[config.mk]
export PLATFORM = sky130hd
export DESIGN_NAME = mouse_packet_cursor_tracker
export DESIGN_NICKNAME = d
export VERILOG_FILES = /design/src/sv/mpct_pkg.sv /design/src/sv/mpct_axis_clamp.sv /design/src/sv/mouse_packet_cursor_tracker.sv
export SDC_FILE = /design/constraint.sdc
export NUM_CORES = 1
export LEC_CHECK = 0
export BUFFER_PORTS_ARGS = -buffer_cell sky130_fd_sc_hd__clkbuf_2
export CORE_MARGIN = 2
export CORE_UTILIZATION = 24
export DETAILED_ROUTE_END_ITERATION = 7
export SLEW_MARGIN = 15
export SYNTH_ARGS = -nofsm -noshare
export SYNTH_HDL_FRONTEND = slang
export SYNTH_HIERARCHICAL = 1
export SYNTH_SLANG_ARGS = --single-unit
[constraint.sdc]
create_clock -name clk -period 5.84 [get_ports clk]
set_clock_uncertainty 0.1 [all_clocks]
set_input_delay 0 -clock clk [delete_from_list [all_inputs] [get_ports clk]]
set_output_delay 0 -clock clk [all_outputs]
set_load 0.005 [all_outputs]
[src/sv/mpct_pkg.sv]
// Shared constants and helpers for the mouse packet cursor tracker.
package mpct_pkg;

  localparam int unsigned PKT_BYTES = 3;
  localparam int unsigned IDX_W     = $clog2(PKT_BYTES);
  localparam logic [IDX_W-1:0] IDX_LAST = IDX_W'(PKT_BYTES - 1);

  localparam int unsigned POS_W  = 12;
  localparam int unsigned SIZE_W = 13;
  localparam int unsigned DLT_W  = 16;
  localparam int unsigned BTN_W  = 3;

  localparam logic ACT_BYTE   = 1'b0;
  localparam logic ACT_INJECT = 1'b1;

  localparam logic CFG_WIDTH  = 1'b0;
  localparam logic CFG_HEIGHT = 1'b1;

  localparam logic [POS_W-1:0] LIM_X_RST = 12'd1023;
  localparam logic [POS_W-1:0] LIM_Y_RST = 12'd767;

  // Largest legal coordinate for a given screen size.
  function automatic logic [POS_W-1:0] limit_of(input logic [SIZE_W-1:0] size);
    logic [SIZE_W-1:0] m1;
    begin
      m1 = size - SIZE_W'(1);
      if (size == '0) begin
        limit_of = '0;
      end else if (size > SIZE_W'(4096)) begin
        limit_of = '1;
      end else begin
        limit_of = m1[POS_W-1:0];
      end
    end
  endfunction

endpackage

[src/sv/mpct_axis_clamp.sv]
// One cursor axis: apply a signed delta, optionally negated, and clamp to 0..limit.
module mpct_axis_clamp
  import mpct_pkg::*;
(
  input  logic [POS_W-1:0]        pos,
  input  logic signed [DLT_W-1:0] delta,
  input  logic                    negate,
  input  logic [POS_W-1:0]        limit,
  output logic [POS_W-1:0]        pos_new
);

  localparam int unsigned SUM_W = DLT_W + 2;

  logic signed [SUM_W-1:0] dlt_ext;
  logic signed [SUM_W-1:0] sum;

  assign dlt_ext = negate ? -SUM_W'(delta) : SUM_W'(delta);
  assign sum     = $signed({{(SUM_W-POS_W){1'b0}}, pos}) + dlt_ext;

  always_comb begin
    if (sum[SUM_W-1]) begin
      pos_new = '0;
    end else if (sum[SUM_W-2:0] > {{(SUM_W-1-POS_W){1'b0}}, limit}) begin
      pos_new = limit;
    end else begin
      pos_new = sum[POS_W-1:0];
    end
  end

endmodule

[src/sv/mouse_packet_cursor_tracker.sv]
// Stage 1 moves an accepted request from the input to the result register. One
// request per cycle while out_ready is high; a stall holds at most two requests
// (input and result registers), after which in_ready drops until out_ready returns.
// Every third mouse byte and every injected move give one result; other bytes none.
// Reset (rst_n low, synchronous): cursor 0,0, packet restarts,
// screen limits return to 1024 x 768.
module mouse_packet_cursor_tracker
  import mpct_pkg::*;
(
  input  logic                    clk,
  input  logic                    rst_n,
  input  logic                    cfg_we,
  input  logic                    cfg_index,
  input  logic [SIZE_W-1:0]       cfg_wdata,
  input  logic                    in_valid,
  output logic                    in_ready,
  input  logic                    in_action,
  input  logic [7:0]              in_data_byte,
  input  logic signed [DLT_W-1:0] in_inject_dx,
  input  logic signed [DLT_W-1:0] in_inject_dy,
  input  logic [BTN_W-1:0]        in_inject_buttons,
  output logic                    out_valid,
  input  logic                    out_ready,
  output logic [POS_W-1:0]        out_cursor_x,
  output logic [POS_W-1:0]        out_cursor_y,
  output logic [BTN_W-1:0]        out_button_state
);

  logic [POS_W-1:0] lim_x_r, lim_y_r;

  logic                    s1_valid_r;
  logic                    s1_action_r;
  logic [7:0]              s1_byte_r;
  logic signed [DLT_W-1:0] s1_dx_r, s1_dy_r;
  logic [BTN_W-1:0]        s1_btn_r;

  logic [IDX_W-1:0] byte_idx_r, byte_idx_nxt;
  logic [7:0]       pkt0_r, pkt1_r;
  logic [POS_W-1:0] pos_x_r, pos_y_r;

  logic             out_valid_r;
  logic [POS_W-1:0] out_x_r, out_y_r;
  logic [BTN_W-1:0] out_btn_r;

  logic                    s1_adv, is_inj, has_res;
  logic signed [DLT_W-1:0] dx, dy;
  logic [BTN_W-1:0]        btn_new;
  logic [POS_W-1:0]        x_new, y_new;

  always_ff @(posedge clk) begin
    if (!rst_n) begin
      lim_x_r <= LIM_X_RST;
      lim_y_r <= LIM_Y_RST;
    end else if (cfg_we) begin
      unique case (cfg_index)
        CFG_WIDTH:  lim_x_r <= limit_of(cfg_wdata);
        CFG_HEIGHT: lim_y_r <= limit_of(cfg_wdata);
        default:    ;
      endcase
    end
  end

  // stage 1 moves on when the result register is free or being drained
  assign s1_adv   = s1_valid_r && (!out_valid_r || out_ready);
  assign in_ready = !s1_valid_r || s1_adv;

  always_ff @(posedge clk) begin
    if (!rst_n) begin
      s1_valid_r <= 1'b0;
    end else if (in_ready) begin
      s1_valid_r <= in_valid;
    end
  end

  always_ff @(posedge clk) begin
    if (in_ready && in_valid) begin
      s1_action_r <= in_action;
      s1_byte_r   <= in_data_byte;
      s1_dx_r     <= in_inject_dx;
      s1_dy_r     <= in_inject_dy;
      s1_btn_r    <= in_inject_buttons;
    end
  end

  assign is_inj  = (s1_action_r == ACT_INJECT);
  assign has_res = is_inj || (byte_idx_r == IDX_LAST);
  assign dx      = is_inj ? s1_dx_r : DLT_W'($signed(pkt1_r));
  assign dy      = is_inj ? s1_dy_r : DLT_W'($signed(s1_byte_r));
  assign btn_new = is_inj ? s1_btn_r : pkt0_r[BTN_W-1:0];

  always_comb begin
    byte_idx_nxt = byte_idx_r;
    if (!is_inj) begin
      byte_idx_nxt = (byte_idx_r == IDX_LAST) ? '0 : byte_idx_r + IDX_W'(1);
    end
  end

  mpct_axis_clamp u_clamp_x (
    .pos     (pos_x_r),
    .delta   (dx),
    .negate  (1'b0),
    .limit   (lim_x_r),
    .pos_new (x_new)
  );

  // positive dy moves up, toward row 0
  mpct_axis_clamp u_clamp_y (
    .pos     (pos_y_r),
    .delta   (dy),
    .negate  (1'b1),
    .limit   (lim_y_r),
    .pos_new (y_new)
  );

  always_ff @(posedge clk) begin
    if (!rst_n) begin
      byte_idx_r <= '0;
      pos_x_r    <= '0;
      pos_y_r    <= '0;
    end else if (s1_adv) begin
      byte_idx_r <= byte_idx_nxt;
      if (has_res) begin
        pos_x_r <= x_new;
        pos_y_r <= y_new;
      end
    end
  end

  always_ff @(posedge clk) begin
    if (s1_adv && !is_inj) begin
      if (byte_idx_r == '0) begin
        pkt0_r <= s1_byte_r;
      end
      if (byte_idx_r == IDX_W'(1)) begin
        pkt1_r <= s1_byte_r;
      end
    end
  end

  always_ff @(posedge clk) begin
    if (!rst_n) begin
      out_valid_r <= 1'b0;
    end else if (s1_adv) begin
      out_valid_r <= has_res;
    end else if (out_ready) begin
      out_valid_r <= 1'b0;
    end
  end

  always_ff @(posedge clk) begin
    if (s1_adv && has_res) begin
      out_x_r   <= x_new;
      out_y_r   <= y_new;
      out_btn_r <= btn_new;
    end
  end

  assign out_valid        = out_valid_r;
  assign out_cursor_x     = out_x_r;
  assign out_cursor_y     = out_y_r;
  assign out_button_state = out_btn_r;

  a_idx_range: assert property (@(posedge clk) disable iff (!rst_n)
    byte_idx_r <= IDX_LAST)
    else $error("packet byte index out of range");

  a_x_clamped: assert property (@(posedge clk) disable iff (!rst_n)
    (s1_adv && has_res) |=> (out_cursor_x <= $past(lim_x_r)))
    else $error("cursor x beyond screen limit");

  a_y_clamped: assert property (@(posedge clk) disable iff (!rst_n)
    (s1_adv && has_res) |=> (out_cursor_y <= $past(lim_y_r)))
    else $error("cursor y beyond screen limit");

  a_stall: assert property (@(posedge clk) disable iff (!rst_n)
    (s1_valid_r && out_valid_r && !out_ready) |-> !in_ready)
    else $error("request accepted while pipeline is stalled");

endmodule
# Yosys cells after proc, flatten, opt, wreduce, memory -nomap -nowiden

Cells that the tools add are included.
W data, S select, Z words.

Flip-flop bits (word level): 134
Input port bits: 63
Output and inout bits: 29

Add/subtract/negate cells: 5
$lt $le $gt $ge: 3
Equal/unequal tests: 2
Mux-type cells: 12
Bitwise logic cells: 2
Reduce and logical (&&, ||, !) cells: 19

Operator list:

| operator                | number |
|---|---|
| $mux W12                | 6 |
| $gt A17 B12 Y1          | 2 |
| $mux W16                | 2 |
| $add A13 B18 Y18        | 1 |
| $neg A16 Y18            | 1 |
| $add A13 B16 Y17        | 1 |
| $gt A13 B13 Y1 const B  | 1 |
| $logic_not A13 Y1       | 1 |
| $reduce_and A2 Y1       | 6 |
| $sub A12 B1 Y12 const B | 1 |
| $logic_and A1 B1 Y1     | 4 |
| $logic_not A1 Y1        | 3 |
| $logic_or A1 B1 Y1      | 3 |
| $mux W3                 | 1 |
| $add A2 B1 Y2 const B   | 1 |
| $eq A2 B1 Y1 const B    | 1 |
| $eq A2 B2 Y1 const B    | 1 |
| $logic_not A2 Y1        | 1 |
| $mux W1                 | 2 |
| $mux W2                 | 1 |
| $not A1 Y1              | 2 |
| $reduce_bool A2 Y1      | 1 |

# Longest topological paths before layout

Gate-level depths: netlist of the first run.

Depth in word-level cells: 6
Depth in mapped cells: 27
Mapped depth without buffers: 23

# By module

Netlist of the first run, hierarchy kept.

By module, submodules not included:

| module                      | times used | cells each | area an instance (µm²) | seq. area each (µm²) |
|---|---|---|---|---|
| mouse_packet_cursor_tracker | 1          | 407        | 5327.6                 | 3503.4 |
| mpct_axis_clamp             | 2          | 223        | 1616.6                 | 0.0 |

# Worst setup path before layout of the first run

No wires, ideal clock.

Path kind: reg2reg
From: register s1_action_r (netlist: is_inj)
To: register pos_y_r[1]
Arrival time: 5.193 ns
Setup slack: 0.431 ns
Cell stages (with the launch flop): 27
Path buffers: 4
Cell sequence: edfxtp_1 > clkbuf_1 > buf_1 > mux2_2 > inv_1 > ha_1 > or3b_1 > or2_2 > o21ai_0 > xnor2_1 > ha_1 > nand2_1 > or3_1 > nor2b_1 > xnor2_1 > ha_1 > nand3_1 > nor3_1 > o31ai_1 > a32oi_1 > nor2_1 > and4b_1 > buf_6 > buf_8 > mux2i_1 > mux2i_1 > nor2b_1

Word-level cells in the longest chain between the ends: 6
Elaborated cells on any way between the ends: 8
Those cells by class: 2 x add/sub; 1 x order compare; 3 x mux; 2 x reduce/logical

RTL lines:

| element                | line                               | text |
|---|---|---|
| start, declared        | mouse_packet_cursor_tracker.sv:32  | `logic s1_action_r;` |
| start signal, assigned | mouse_packet_cursor_tracker.sv:77  | `s1_action_r <= in_action;` |
| $mux W16 (*)           | mouse_packet_cursor_tracker.sv:88  | `assign dy = is_inj ? s1_dy_r : DLT_W'($signed(s1_byte_r));` |
| via dy[0]              | mouse_packet_cursor_tracker.sv:46  | `logic signed [DLT_W-1:0] dx, dy;` |
| $neg A16 Y18 (*)       | mpct_axis_clamp.sv:17              | `assign dlt_ext = negate ? -SUM_W'(delta) : SUM_W'(delta);` |
| $add A13 B18 Y18 (*)   | mpct_axis_clamp.sv:18              | `assign sum = $signed({{(SUM_W-POS_W){1'b0}}, pos}) + dlt_ext;` |
| $gt A17 B12 Y1         | mpct_axis_clamp.sv:23              | `end else if (sum[SUM_W-2:0] > {{(SUM_W-1-POS_W){1'b0}}, limit}) begin` |
| $mux W12               | mpct_axis_clamp.sv:23              |  |
| $mux W12 (*)           | mpct_axis_clamp.sv:21              | `if (sum[SUM_W-1]) begin` |
| via y_new[1]           | mouse_packet_cursor_tracker.sv:48  | `logic [POS_W-1:0] x_new, y_new;` |
| end signal, assigned   | mouse_packet_cursor_tracker.sv:124 | `pos_y_r <= y_new;` |
| end, declared          | mouse_packet_cursor_tracker.sv:39  | `logic [POS_W-1:0] pos_x_r, pos_y_r;` |

The timed path passes the listed nets; every way through them passes the cells marked *.
A chain may end at the register's enable or synchronous reset.

# Worst setup path after layout of the first run

From: register s1_action_r (netlist: is_inj)
To: register pos_x_r[0]

Word-level cells in the longest chain between the ends: 5
Elaborated cells on any way between the ends: 7
Those cells by class: 1 x add/sub; 1 x order compare; 3 x mux; 2 x reduce/logical

RTL lines:

| element              | line                               | text |
|---|---|---|
| $mux W16 (*)         | mouse_packet_cursor_tracker.sv:87  | `assign dx = is_inj ? s1_dx_r : DLT_W'($signed(pkt1_r));` |
| via dx[1]            | mouse_packet_cursor_tracker.sv:46  |  |
| $add A13 B16 Y17 (*) | mpct_axis_clamp.sv:18              |  |
| $gt A17 B12 Y1       | mpct_axis_clamp.sv:23              |  |
| $mux W12             | mpct_axis_clamp.sv:23              |  |
| $mux W12 (*)         | mpct_axis_clamp.sv:21              |  |
| via x_new[0]         | mouse_packet_cursor_tracker.sv:48  |  |
| end signal, assigned | mouse_packet_cursor_tracker.sv:123 | `pos_x_r <= x_new;` |
| end, declared        | mouse_packet_cursor_tracker.sv:39  |  |

Marks and branches as above.

==> results.txt, run 1 <==
At the pin with the least slew margin, the transition time is 1070 ps. Measured along the x axis, the die boundary spans 193 um. Port buffering added 91 buffers. The most used flip-flop cell after synthesis is sky130_fd_sc_hd__edfxtp_1. At the later pin of the worst-skew pair, clock insertion delay measures 430 ps. Entering global routing, the biggest net connects 57 pins. After synthesis, the cell types taking the most area are sky130_fd_sc_hd__edfxtp_1 29%, sky130_fd_sc_hd__dfxtp_1 12%, sky130_fd_sc_hd__ha_1 8.5%.

The logs give 2 for the maximum clock insertion buffer count and 0.133 for the fraction of met1 tracks used by global routing. The total area inside the core boundary comes to 35,300 sq um. The die covers 37,200 sq um.

The run gives 0 as the leftover overflow at the end of global routing. 0 antenna diodes ended up in the layout. In the final layout, the multi-input gates occupy 4680 sq um. Based on the critical path, the design can be clocked at up to 183 MHz. The Yosys warning count is 6.

For this run, design rule violations remaining after detail routing come to 0. The tools report the via total after detailed routing as 6,704. Dominant cell by count in the synthesized netlist: sky130_fd_sc_hd__nand2_1. For the worst setup path, the data arrival time is 5730 ps. The effective utilization at floorplan is 0.242. The initial antenna violation count is 0. The mean instance size in the synthesized netlist came out at 10.0 sq um. Setup violations remaining at the end of the flow were counted as 0.

The number of filler instances in the final layout is 3,593, and the number of flops mapped to enable cells by yosys is 82. Using the TritonRoute via totals, the vias-per-cell ratio works out to 4.57. The number of different library cells used by synthesis comes to 76.

For the worst setup path, the data required time is 6100 ps. The worst-case IR drop observed on VDD is 0.184 mV. The run gives 0 as the number of slew-limit violations in the final report. The floorplan has 69 rows. The clock slew at the register clock pins of the worst setup and hold paths was 70 ps. Cell with the largest stage delay on the worst path: sky130_fd_sc_hd__and4b_1. The via count of the first global-routing pass is 6,474.

The highest cell delay on the worst timing path is 700 ps. In the final design database the tool counted 1,117 nets. The die outline height works out to 193 um.

In the synthesized netlist, the cells that appear most often are 126 x sky130_fd_sc_hd__nand2_1, 82 x sky130_fd_sc_hd__edfxtp_1, 58 x sky130_fd_sc_hd__ha_1, 52 x sky130_fd_sc_hd__dfxtp_1, 50 x sky130_fd_sc_hd__mux2i_1. Number of clock sinks seen by CTS: 134. The critical path goes through buf_12 -> buf_4 -> mux2_2 -> inv_1 -> o21ai_0 -> inv_1 -> fa_1 -> o21ai_1 -> a31oi_1 -> or3_1 -> nor2b_1 -> xnor2_1 -> ha_1 -> nand3_1 -> nor3_1 -> a32oi_1 -> nor2_1 -> and4b_1 -> mux2i_1 -> mux2i_1 -> nor2b_1. The area added between synthesis and finish works out to 24.5%. The worst slew slack as a fraction of its limit came out at 0.286. The share of Yosys cell area claimed by the top area cell type is 0.288.

Max-cap violations in this run came to 0. The most used routing layer in global routing was met2. STA classifies the critical path endpoint as a flop.

In this run the remaining antenna-violating nets after routing total 0. The total power per unit cell area was 255 nW/um^2; the violation count after the first detailed-route iteration was 363. The pre-antenna-repair detailed-routing pass consisted of 5 iterations. The global-route wire length before repair is 33,400 um.

The final reports fail on hold timing. Wire length per cell after detailed routing: 14.9 um. The half-perimeter wire length after detailed placement is 16,700 um. The clock tree root buffer cell is sky130_fd_sc_hd__clkbuf_16.

Registers take 3500 sq um. For this design the top-level I/O count stands at 92. After layout, the design draws a total of 0.00272 W. The routability congestion estimate was 0.874. The number of instances in the synthesized netlist was 853. TritonCTS built the clock tree. The logs give 0.116 for the overall global routing resource usage and 0.209 for the global-route track usage on met2. The tools report the startpoint kind of the worst setup timing path as a flop.

The async set or reset register ratio after synthesis came out at 0. The run gives 0.0235 as the met3 track utilization from global routing. The path class of the tightest hold or removal check is in -> reg.

The run gives -13.4 ps as the worst hold slack. The tools report the total wire length after detailed routing as 21,900 um. The area of the mapped netlist is 8560 sq um, and the period utilization is 0.935. The logs give 0 ps for the setup TNS and 17 for the number of buffers created by CTS. The share of post-route cells with drive strength above 1 was 0.186; the H-tree depth was 4. The final count of hold timing violations came out at 2.

Register area share after synthesis: 0.409. The largest driver fanout on the critical path came out at 12. The analysis attributes to cell leakage a power of 4.61 nW. The count of state elements after synthesis was 134; the final critical delay including setup and external delays was 5460 ps. The flow ran to the end, but the final reports show violations. The critical path is of the reg -> reg type. Setup repair after global routing left no endpoint under its margin. Cell taking the most area after synthesis: sky130_fd_sc_hd__edfxtp_1.
-- logic make-up (layout without fill, tap and decap cells) --
| group | count (synthesis) | count (layout) | synth area share |
|---|---|---|---|
| multiplexers | 68 | 68 | 0.0821 |
| XOR/XNOR | 58 | 58 | 0.0593 |
| flip-flops | 134 | 134 | 0.409 |
| other | 2 | 10 | 0.000877 |
| buffers and inverters | 91 | 237 | 0.0494 |
| adder cells (fa/ha/maj) | 63 | 63 | 0.0930 |
| AO/OA/AOI/OAI | 165 | 165 | 0.139 |
| AND/OR/NAND/NOR | 272 | 272 | 0.167 |
-- worst max-delay path: cells and delay by family (launching register included) --
family                     cells  cell delay [ps]
adders and majority gates      2              760
muxes                          3              820
DFF                            1              440
xor gates and xnor gates       1              160
buffers and inverters          4              480
AOI/OAI and AO/OA              4              770
and+or+nand+nor                7             1860
-- layer usage --
layer  up-vias  share of wire
met3        39          0.040
met4         0          0.032
met1      3177           0.42
li1       3352              -
met2       136           0.51
met5         -              0
-- registers in the layout (all words and copies together) (netlist names) --
register          count
pkt1_r                8
pos_y_r              12
byte_idx_r            2
s1_byte_r             8
lim_x_r              12
s1_dx_r              16
out_valid             1
s1_valid_r            1
lim_y_r              12
s1_dy_r              16
out_cursor_x         12
out_button_state      3
is_inj                1
pkt0_r                3
pos_x_r              12
out_cursor_y         12
s1_btn_r              3
-- layout make-up --
| cell class | instances | area share |
|---|---|---|
| Multi-Input combinational cell | 636 | 0.439 |
| Inverter | 50 | 0.0176 |
| Timing Repair Buffer | 155 | 0.103 |
| Sequential cell | 134 | 0.329 |
| Tap cell | 461 | 0.0541 |
| Clock buffer | 18 | 0.0423 |
| Clock inverter | 14 | 0.0161 |
-- final timing paths --
check             cells past startpoint     endpoint           from  slack [ps]
setup / recovery                     21   pos_x_r[0]         is_inj         380
hold / removal                        4  lim_x_r[10]  cfg_wdata[10]         -10
setup reg to reg                     21   pos_x_r[0]         is_inj         380
hold reg to reg                       0    pkt1_r[7]   s1_byte_r[7]         370
-- per-stage QoR --
stage               instances  setup WS, ps  cell area [sq um]  hold slack [ps]  utilization
detailed placement       1381           232               9480             78.9        0.268
global placement         1381           394               9480             77.1        0.268
finish                   1468           377              10700            -13.4        0.302
floorplan                 861           431               8590            -1.13            -
CTS                      1466           200              10600             6.93        0.301
global route             1468          48.1              10700             38.1        0.302
-- what timing repair did --
item                                    CTS  global route
buffers inserted                          0             2
hold buffers                             53             0
endpoints found under the setup margin    0            20
endpoints found under the hold margin    56             0
resized for setup                         0             0
-- where the power goes --
part | total, W | internal [W] | leakage (nW) | switching (W)
logic | 0.000515 | 0.000225 | 3.09 | 0.000290
registers | 0.00108 | 0.00105 | 1.21 | 0.0000285
clock network | 0.00112 | 0.000639 | 0.306 | 0.000482
-- placed cells by master (no fill, tap or decap), types with 10 or more instances in the layout --
master and n:
sky130_fd_sc_hd__nand2_1 126, sky130_fd_sc_hd__o211ai_1 15, sky130_fd_sc_hd__inv_1 49, sky130_fd_sc_hd__clkbuf_2 91, sky130_fd_sc_hd__ha_1 58, sky130_fd_sc_hd__conb_1 10
sky130_fd_sc_hd__xnor2_1 45, sky130_fd_sc_hd__nand2b_1 12, sky130_fd_sc_hd__dlygate4sd3_1 53, sky130_fd_sc_hd__dfxtp_1 52, sky130_fd_sc_hd__xor2_1 13, sky130_fd_sc_hd__a21o_1 15
sky130_fd_sc_hd__nor2_1 19, sky130_fd_sc_hd__edfxtp_1 82, sky130_fd_sc_hd__a21oi_1 30, sky130_fd_sc_hd__mux2i_1 50, sky130_fd_sc_hd__o31ai_1 13, sky130_fd_sc_hd__o21ai_0 25
sky130_fd_sc_hd__nor2b_1 32, sky130_fd_sc_hd__nand3_1 11, sky130_fd_sc_hd__clkbuf_16 18, sky130_fd_sc_hd__mux2_2 18, sky130_fd_sc_hd__a31oi_1 10, sky130_fd_sc_hd__nor3_1 13
(Power assumes the default switching activity.)
==> run 2: changes to the inputs <==
- BUFFER_PORTS_ARGS: -buffer_cell sky130_fd_sc_hd__clkbuf_2 -> default
- DONT_BUFFER_PORTS: default -> 1
==> results.txt, run 2 (synthesis results as in run 1) <==
The total wire length after detailed routing is 22,100 um. Of all nets on the critical path, the largest fanout is 15. The floorplan core area was 35,300 sq um; the cell-internal power was 0.00188 W. STA classifies the critical path startpoint as a flop. Detailed routing inserted a total of 6,399 vias. The largest registers in the layout are s1_dx_r x16, s1_dy_r x16.

In the layout the commonest cells are 126 x sky130_fd_sc_hd__nand2_1, 82 x sky130_fd_sc_hd__edfxtp_1, 69 x sky130_fd_sc_hd__dlygate4sd3_1, 58 x sky130_fd_sc_hd__ha_1, 52 x sky130_fd_sc_hd__dfxtp_1. Summing all multi-input logic gate instances after layout gives 4680 sq um. The overall global routing resource usage is 0.120.

Effective utilization at floorplan: 0.242. Source of the critical timing path: is_inj. In this run, post-CTS hold repair placed 70 buffers. The number of setup buffers added after CTS is 0. The repair_antennas step left the layout with diodes totalling 0. Worst slew slack as a fraction of its limit: 0.319. The leftover overflow at the end of global routing came out at 0. The tools report the reg-to-reg startpoint as is_inj. Input and output buffers added on the ports amount to 0.

Before antenna repair, the detailed router went through 6 iterations. The logs give 5670 ps for the critical path data arrival time and 2 for the maximum clock insertion buffer count. The worst setup slack for register-to-register paths is 430 ps. The H-tree depth came out at 4. The maximum achievable frequency is 185 MHz, and the floorplan die area is 37,200 sq um. The number of buffers created by CTS was 17; the top-level I/O count was 92. In this run the worst setup path terminates at pos_y_r[11]. In the final layout, flip-flops and latches occupy 3500 sq um.

The logs give 1,290 for the number of placed instances with taps included and 1,392 for the filler-free cell count of the finished design. The maximum vdd drop is 0.139 mV. By startpoint and endpoint, the worst setup path is classified as reg -> reg. The slowest stage of the critical path belongs to the cell sky130_fd_sc_hd__or4_4. For the quantity of gates resized following cts, the log shows 0. The routability congestion estimate came out at 0.882.

Dividing total power by cell area gives a power density of 258 nW/um^2. Period utilization: 0.926. The run finished with clean final reports.

TritonCTS built the clock tree. The via count of the first global-routing pass came out at 6,321. Path category of the worst min-delay check: in -> reg. Share of post-route cells with drive strength above 1: 0.102. Walking the worst path, the cells encountered are buf_4 -> mux2_2 -> or4_4 -> or2_4 -> o31ai_1 -> xnor2_1 -> ha_1 -> a21oi_1 -> nor3b_1 -> o21ai_1 -> nand2_1 -> xnor2_1 -> ha_1 -> nand3_1 -> nor3_1 -> o31ai_1 -> a32oi_1 -> nor2_1 -> and4b_1 -> buf_4 -> mux2i_1 -> mux2i_1 -> nor2b_1. The cell depth of the worst flop-to-flop path came out at 23. The clock slew at the register clock pins of the worst setup and hold paths was 70 ps. At the pin with the least slew margin, the transition time is 1020 ps. Data on the critical path is required at its endpoint by 6100 ps. The run gives 0 as the final routed DRC violation total.

Clock tree synthesis found a total of 134 sinks. The detail route stage leaves a number of antenna-violating nets equal to 0. The static leakage power was 4.27 nW. Entering global routing, the biggest net connects 57 pins. The tool flagged a number of max-cap violations equal to 0. The floorplan has 69 rows. The global-route wire length before repair is 34,300 um, and the die outline height is 193 um.

The smallest clock period supported by the final layout is computed as 5410 ps. The chip width is 193 um. Relative to the synthesized area, the layout overhead comes to 20.5%. Number of filler instances in the final layout: 3,586. Summed over all nets, the switching power comes to 0.000777 W. The capture instance of the worst register-to-register path was pos_y_r[11].

The root buffer cell chosen for the clock tree is sky130_fd_sc_hd__clkbuf_16. Share of total power consumed by net switching: 0.292. For the number of slew-limit violations in the final report, the log shows 0. The wire length per cell after detailed routing works out to 15.9 um. The initial antenna violation count was 0. For this run, the slowest stage of the critical path takes 580 ps. The net count of the finished layout is 1,041.

The tools report the share of power burned in combinational logic as 0.183. The routed via count divided by cell count is 4.60, and the part of the total power dissipated in sequential elements is 0.407. STA classifies the critical path endpoint as a flop. In the final timing run, aggregate negative setup slack is 0 ps.

For the final count of hold timing violations, the log shows 0. Setup repair after global routing left no endpoint under its margin. The run gives 430 ps as the insertion delay of the later-clocked pin in the worst-skew pair. Most common cell after layout, fill and taps aside: sky130_fd_sc_hd__nand2_1. The tools report the count of final setup violators as 0. In this run, the number of DRC markers left after iteration 0 of detailed routing was 516. The wire-length estimate of the detail-placed layout is 16,300 um. The tools report the part of the total power dissipated in the clock network as 0.409.
[run 2: cell types whose count changed in the layout (fill, tap and decap cells not counted), sizes merged]
cell         before  now
buf              11   10
clkinv            4    6
clkbuf          109   18
dlygate4sd3      53   69
inv              59   57
[run 2: how the worst min path moves through the flow]
stage / start / to / slack [ps] / cells after the start
3_5_place_dp: rst_n / lim_y_r[5] / -20 / 1
5_1_grt: cfg_wdata[4] / lim_x_r[4] / 10 / 3
6_report: cfg_wdata[4] / lim_x_r[4] / 5 / 3
4_1_cts: cfg_wdata[4] / lim_x_r[4] / 1 / 3
2_1_floorplan: in_action / is_inj / -1 / 0
3_3_place_gp: rst_n / lim_y_r[5] / -20 / 1
[run 2: worst max-delay path, delay by kind of cell (launching register included)]
kind	cells	cell delay, ps
fa+ha+maj	2	610
compound gates	5	930
mux	3	720
flops	1	400
xor+xnor	2	260
buf+inv	2	440
simple gates	9	1870
[run 2: metal layers]
| layer | vias up | track usage | wire length (um) |
|---|---|---|---|
| met1 | 3039 | 0.139 | 9130 |
| li1 | 3208 | - | - |
| met5 | - | 0 | 0 |
| met2 | 119 | 0.219 | 11600 |
| met3 | 33 | 0.0302 | 1020 |
| met4 | 0 | 0.0323 | 387 |
[run 2: final cells by class]
| cell class | count | area share |
|---|---|---|
| tap | 461 | 0.0559 |
| multi-input combinational | 636 | 0.453 |
| sequential | 134 | 0.340 |
| clock buffer | 18 | 0.0426 |
| inverter | 50 | 0.0182 |
| clock inverter | 14 | 0.0152 |
| timing repair buffer | 79 | 0.0754 |
[run 2: power groups by stage]
stage,logic [W],registers [W],clock network [W]
global route,0.000550,0.00109,0.00115
floorplan,0.000357,0.00109,0
finish,0.000488,0.00108,0.00109
CTS,0.000487,0.00109,0.00111
detailed placement,0.000436,0.00111,0
global placement,0.000430,0.00111,0
[run 2: per-stage QoR]
stage                     hold slack (ps)  total power (W)  worst slack, ps  cell area (sq um)   util
final                                5.15          0.00266              431              10300  0.292
after global routing                 9.70          0.00279             23.6              10300  0.292
after CTS                            1.12          0.00269              470              10300  0.292
after detailed placement            -16.4          0.00154              490               9010  0.255
after global placement              -19.0          0.00154              582               9010  0.255
after floorplan                     -1.13          0.00144              431               8590      -
